[config.mk]
export PLATFORM = sky130hd
export DESIGN_NAME = tct_tty_step
export DESIGN_NICKNAME = d
export VERILOG_FILES = /design/src/tct_pkg.sv /design/src/tct_tty_step.sv
export SDC_FILE = /design/constraint.sdc
export NUM_CORES = 1
export LEC_CHECK = 0
export BUFFER_PORTS_ARGS = -buffer_cell sky130_fd_sc_hd__buf_4
export CORE_MARGIN = 2
export CORE_UTILIZATION = 55
export DETAILED_ROUTE_END_ITERATION = 8
export GPL_ROUTABILITY_DRIVEN = 0
export PLACE_DENSITY = 0.91
export SYNTH_ARGS = -nofsm -noshare
export SYNTH_HDL_FRONTEND = slang
export SYNTH_SLANG_ARGS = --single-unit
export TNS_END_PERCENT = 100
[constraint.sdc]
create_clock -name vclk -period 4
set_clock_uncertainty 0.2 [all_clocks]
set_input_delay 0.2 -clock vclk [all_inputs]
set_output_delay 0.2 -clock vclk [all_outputs]
set_load 0.02 [all_outputs]
[src/tct_pkg.sv]
// shared types and constants of the text console teletype
`default_nettype none
package tct_pkg;

    typedef enum logic [2:0] {
        CMD_TTY    = 3'd0,
        CMD_CLEAR  = 3'd1,
        CMD_SETCUR = 3'd2,
        CMD_DRAW   = 3'd3,
        CMD_READ   = 3'd4
    } t_cmd;

    typedef enum logic [2:0] {
        ST_INIT,
        ST_IDLE,
        ST_READ,
        ST_SCROLL,
        ST_SCROLL_END,
        ST_CLEAR
    } t_state;

    // control flags from the teletype step to the sequencer
    typedef struct packed {
        logic wr_cell;
        logic need_scroll;
    } t_tty_ctl;

    localparam logic [7:0] CH_LF      = 8'h0A;
    localparam logic [7:0] CH_CR      = 8'h0D;
    localparam logic [7:0] CH_BS      = 8'h08;
    localparam logic [7:0] CH_TAB     = 8'h09;
    localparam logic [7:0] CH_SPACE   = 8'h20;
    localparam logic [7:0] ATTR_RESET = 8'h07;

endpackage
`default_nettype wire

[src/tct_tty_step.sv]
// cursor movement for one teletype byte
`default_nettype none
module tct_tty_step #(
    parameter int ROWS     = 25,
    parameter int COLS     = 80,
    parameter int TAB_STOP = 8,
    localparam int RW      = $clog2(ROWS),
    localparam int CW      = $clog2(COLS)
) (
    input  wire logic [RW-1:0] i_row,
    input  wire logic [CW-1:0] i_col,
    input  wire logic [7:0]    i_char,
    output logic [RW-1:0]      o_row,
    output logic [CW-1:0]      o_col,
    output tct_pkg::t_tty_ctl  o_ctl
);
    import tct_pkg::*;

    localparam int NSTOP = COLS / TAB_STOP + 1;
    localparam int TW    = $clog2(NSTOP * TAB_STOP + 1);

    logic [CW:0]   w_col_p1;
    logic [TW-1:0] w_tab;
    logic          w_row_last;
    logic          w_wrap;

    assign w_col_p1   = (CW + 1)'(i_col) + (CW + 1)'(1);
    assign w_row_last = (32'(i_row) == ROWS - 1);

    // smallest tab stop strictly right of the cursor
    always_comb begin
        w_tab = '0;
        for (int k = NSTOP; k >= 1; k--) begin
            if (32'(i_col) < k * TAB_STOP) begin
                w_tab = TW'(k * TAB_STOP);
            end
        end
    end

    always_comb begin
        o_row  = i_row;
        o_col  = i_col;
        o_ctl  = '0;
        w_wrap = 1'b0;
        case (i_char)
            CH_LF: begin
                o_col  = '0;
                w_wrap = 1'b1;
            end
            CH_CR: begin
                o_col = '0;
            end
            CH_BS: begin
                if (i_col != '0) begin
                    o_col = i_col - CW'(1);
                end
            end
            CH_TAB: begin
                if (32'(w_tab) >= COLS) begin
                    o_col  = '0;
                    w_wrap = 1'b1;
                end else begin
                    o_col = CW'(w_tab);
                end
            end
            default: begin
                o_ctl.wr_cell = 1'b1;
                if (32'(w_col_p1) >= COLS) begin
                    o_col  = '0;
                    w_wrap = 1'b1;
                end else begin
                    o_col = CW'(w_col_p1);
                end
            end
        endcase
        if (w_wrap) begin
            if (w_row_last) begin
                o_ctl.need_scroll = 1'b1;
            end else begin
                o_row = i_row + RW'(1);
            end
        end
    end

endmodule
`default_nettype wire
==> results_dict.tcl <==
set metrics [dict create \
    p_leak_nw 0.398 \
    cp_num_buf_inv 2 \
    syn_avg_cell_area_um2 7.29 \
    final_cell_mix "buf_4 (34), nor2_1 (8), nand2_1 (8), nand2b_1 (7), o21ai_0 (7)" \
    syn_inst 104 \
    slew_headroom_pct 62.9 \
    worst_pin_slew_ns 0.553 \
    worst-path-max-fanout 5 \
    hold_path.class "primary input to output port" \
    wire_per_inst_um 14.6 \
    rsz0062_at_grt "false" \
    layout.filler_cells 100 \
    dp_slack_ns 1.45 \
    ff_latch_area_um2 0 \
    min_period_ns 2.55 \
    die_x_um 41.1 \
    finalPower_mw 0.109 \
    grt_usage_pct 26.3 \
    place_hpwl_um 1780 \
    worstPathRequired_ns 3.60 \
    worst_setup_path_start_kind "primary input" \
    area_growth_pct 30.2 \
    fin_tns_setup_ns 0 \
    grt_antenna_before_repair 0 \
    synth.top_cell.area_share_pct 8.25 \
    mostFrequentLayoutCell "buf_4" \
    fin_nets 160 \
    wl_met2_um 1090 \
    crit_arrival_ns 2.15 \
    initial_utilization_pct 58.3 \
    grt_max_degree 13 \
    hold-worst-slack_ns 0.512 \
    rows 13 \
    synth-simple-area-share_pct 40.6 \
    cts-hold-fix-buffers 0 \
    placed_area_um2 987 \
    synth_top_family_by_area "simple AND/OR/NAND/NOR gates" \
    synthXorXnorAreaFrac_pct 8.09 \
    ys_top_cells_by_area "ha_1 (8.3%), nand2b_1 (5.8%), xnor2_1 (5.8%)" \
    status "finished, final reports clean" \
    syn-num-nets 129 \
    fmax_ghz 0.393 \
    worstSetupPathType "primary input to output port" \
    design.seq.count 0 \
    postCtsSetupBuffers 0 \
    top_layer "met4" \
    cts_resized 0 \
    dieHeight_um 41.1 \
    stdcell_area_um2 987 \
    pin_count 34 \
    grt_overflow 0 \
    synth.area.mux_share_pct 2.97 \
    clkbuf_count 0 \
    drtIter0Drc 27 \
    ys_types 49 \
    cp_slowest_cell "or4b_4" \
    critPathCaptureType "output port" \
    drt-met1-wl_um 936 \
    min_period_over_period_pct 63.7 \
    synthAdderAreaFrac_pct 8.25 \
    num_vias 954 \
    p_per_area_mw_per_mm2 110 \
    synth_area_um2 758 \
    whs_path_depth 3 \
    stdcell_count 148 \
    synth_compound_area_share_pct 31.2 \
    io_buffers 34 \
    critical_path.top_delay_family "simple AND/OR/NAND/NOR gates" \
    final-setup-viol-count 0 \
    cap_viol_max_count 0 \
    seq_area_frac_synth_pct 0 \
    route.met3.wl_um 125 \
    drcViolationCount 0 \
    grt_pass1_wl_um 3150 \
    critPathMostFrequentCell "buf_4" \
    maxSlewViolCount 0 \
    grt_pass1_vias 756 \
    drt-pass1-iter-count 4 \
    crit_cells 7 \
    fin_util_pct 75.9 \
    cp_slowest_stage_delay_ns 0.57 \
    core_area_mm2 0.00130 \
    drt_wl_total_um 2160 \
    yosys_warnings 0 \
    ant_nets 0 \
    drive_gt1_share_pct 35.3 \
    fin_ws_ns 1.45 \
    finalHoldViolCount 0 \
    irDropWorstVdd_uv 79.6 \
    dpl.cell_count 148 \
    diodes 0 \
    yosysTopAreaCell "ha_1" \
    via_per_inst 6.45 \
    path_cells "buf_4 -> or4b_4 -> a2111oi_4 -> o21ba_2 -> nor2_2 -> mux2_1 -> buf_4" \
    dieArea_mm2 0.00169 \
]
-- worst paths after layout --
check                      from  endpoint  slack, ns
worst min-delay path   i_row[4]  o_row[4]       0.51
worst max-delay path  i_char[4]  o_row[1]       1.45
-- report_power, final --
part	internal, mW	leakage, nW	switching, mW
clock network	0	0	0
registers	0	0	0
logic	0.0494	0.398	0.0591
total	0.0494	0.398	0.0591
-- routing by layer --
metal  up-vias  track usage, %
met5         -               0
met4         0           0.806
met3         2            1.09
met2        44            49.2
met1       451            34.5
li1        457               -
-- area by class of cell --
type / count / area (um^2) / share of cell area, %
Inverter: 6 / 22.5 / 2.28
Timing Repair Buffer: 34 / 255 / 25.9
Multi-Input combinational cell: 93 / 691 / 70.0
Tap cell: 15 / 18.8 / 1.90
-- Yosys cell counts (3+ instances only) --
library cell  number
xnor2_1            5
nor2_1             8
inv_1              6
a21oi_1            4
o21ai_0            7
nand3_1            3
nand2b_1           7
nor3_1             4
ha_1               5
nand2_1            8
-- cells by family (layout without fill, tap and decap cells) --
group | Yosys count | count (layout)
AND/OR/NAND/NOR | 49 | 49
buffers and inverters | 11 | 40
multiplexers | 2 | 2
adder cells (fa/ha/maj) | 5 | 5
XOR/XNOR | 7 | 7
AO/OA/AOI/OAI | 30 | 30
Note: power is estimated with default switching activity, not from simulation.
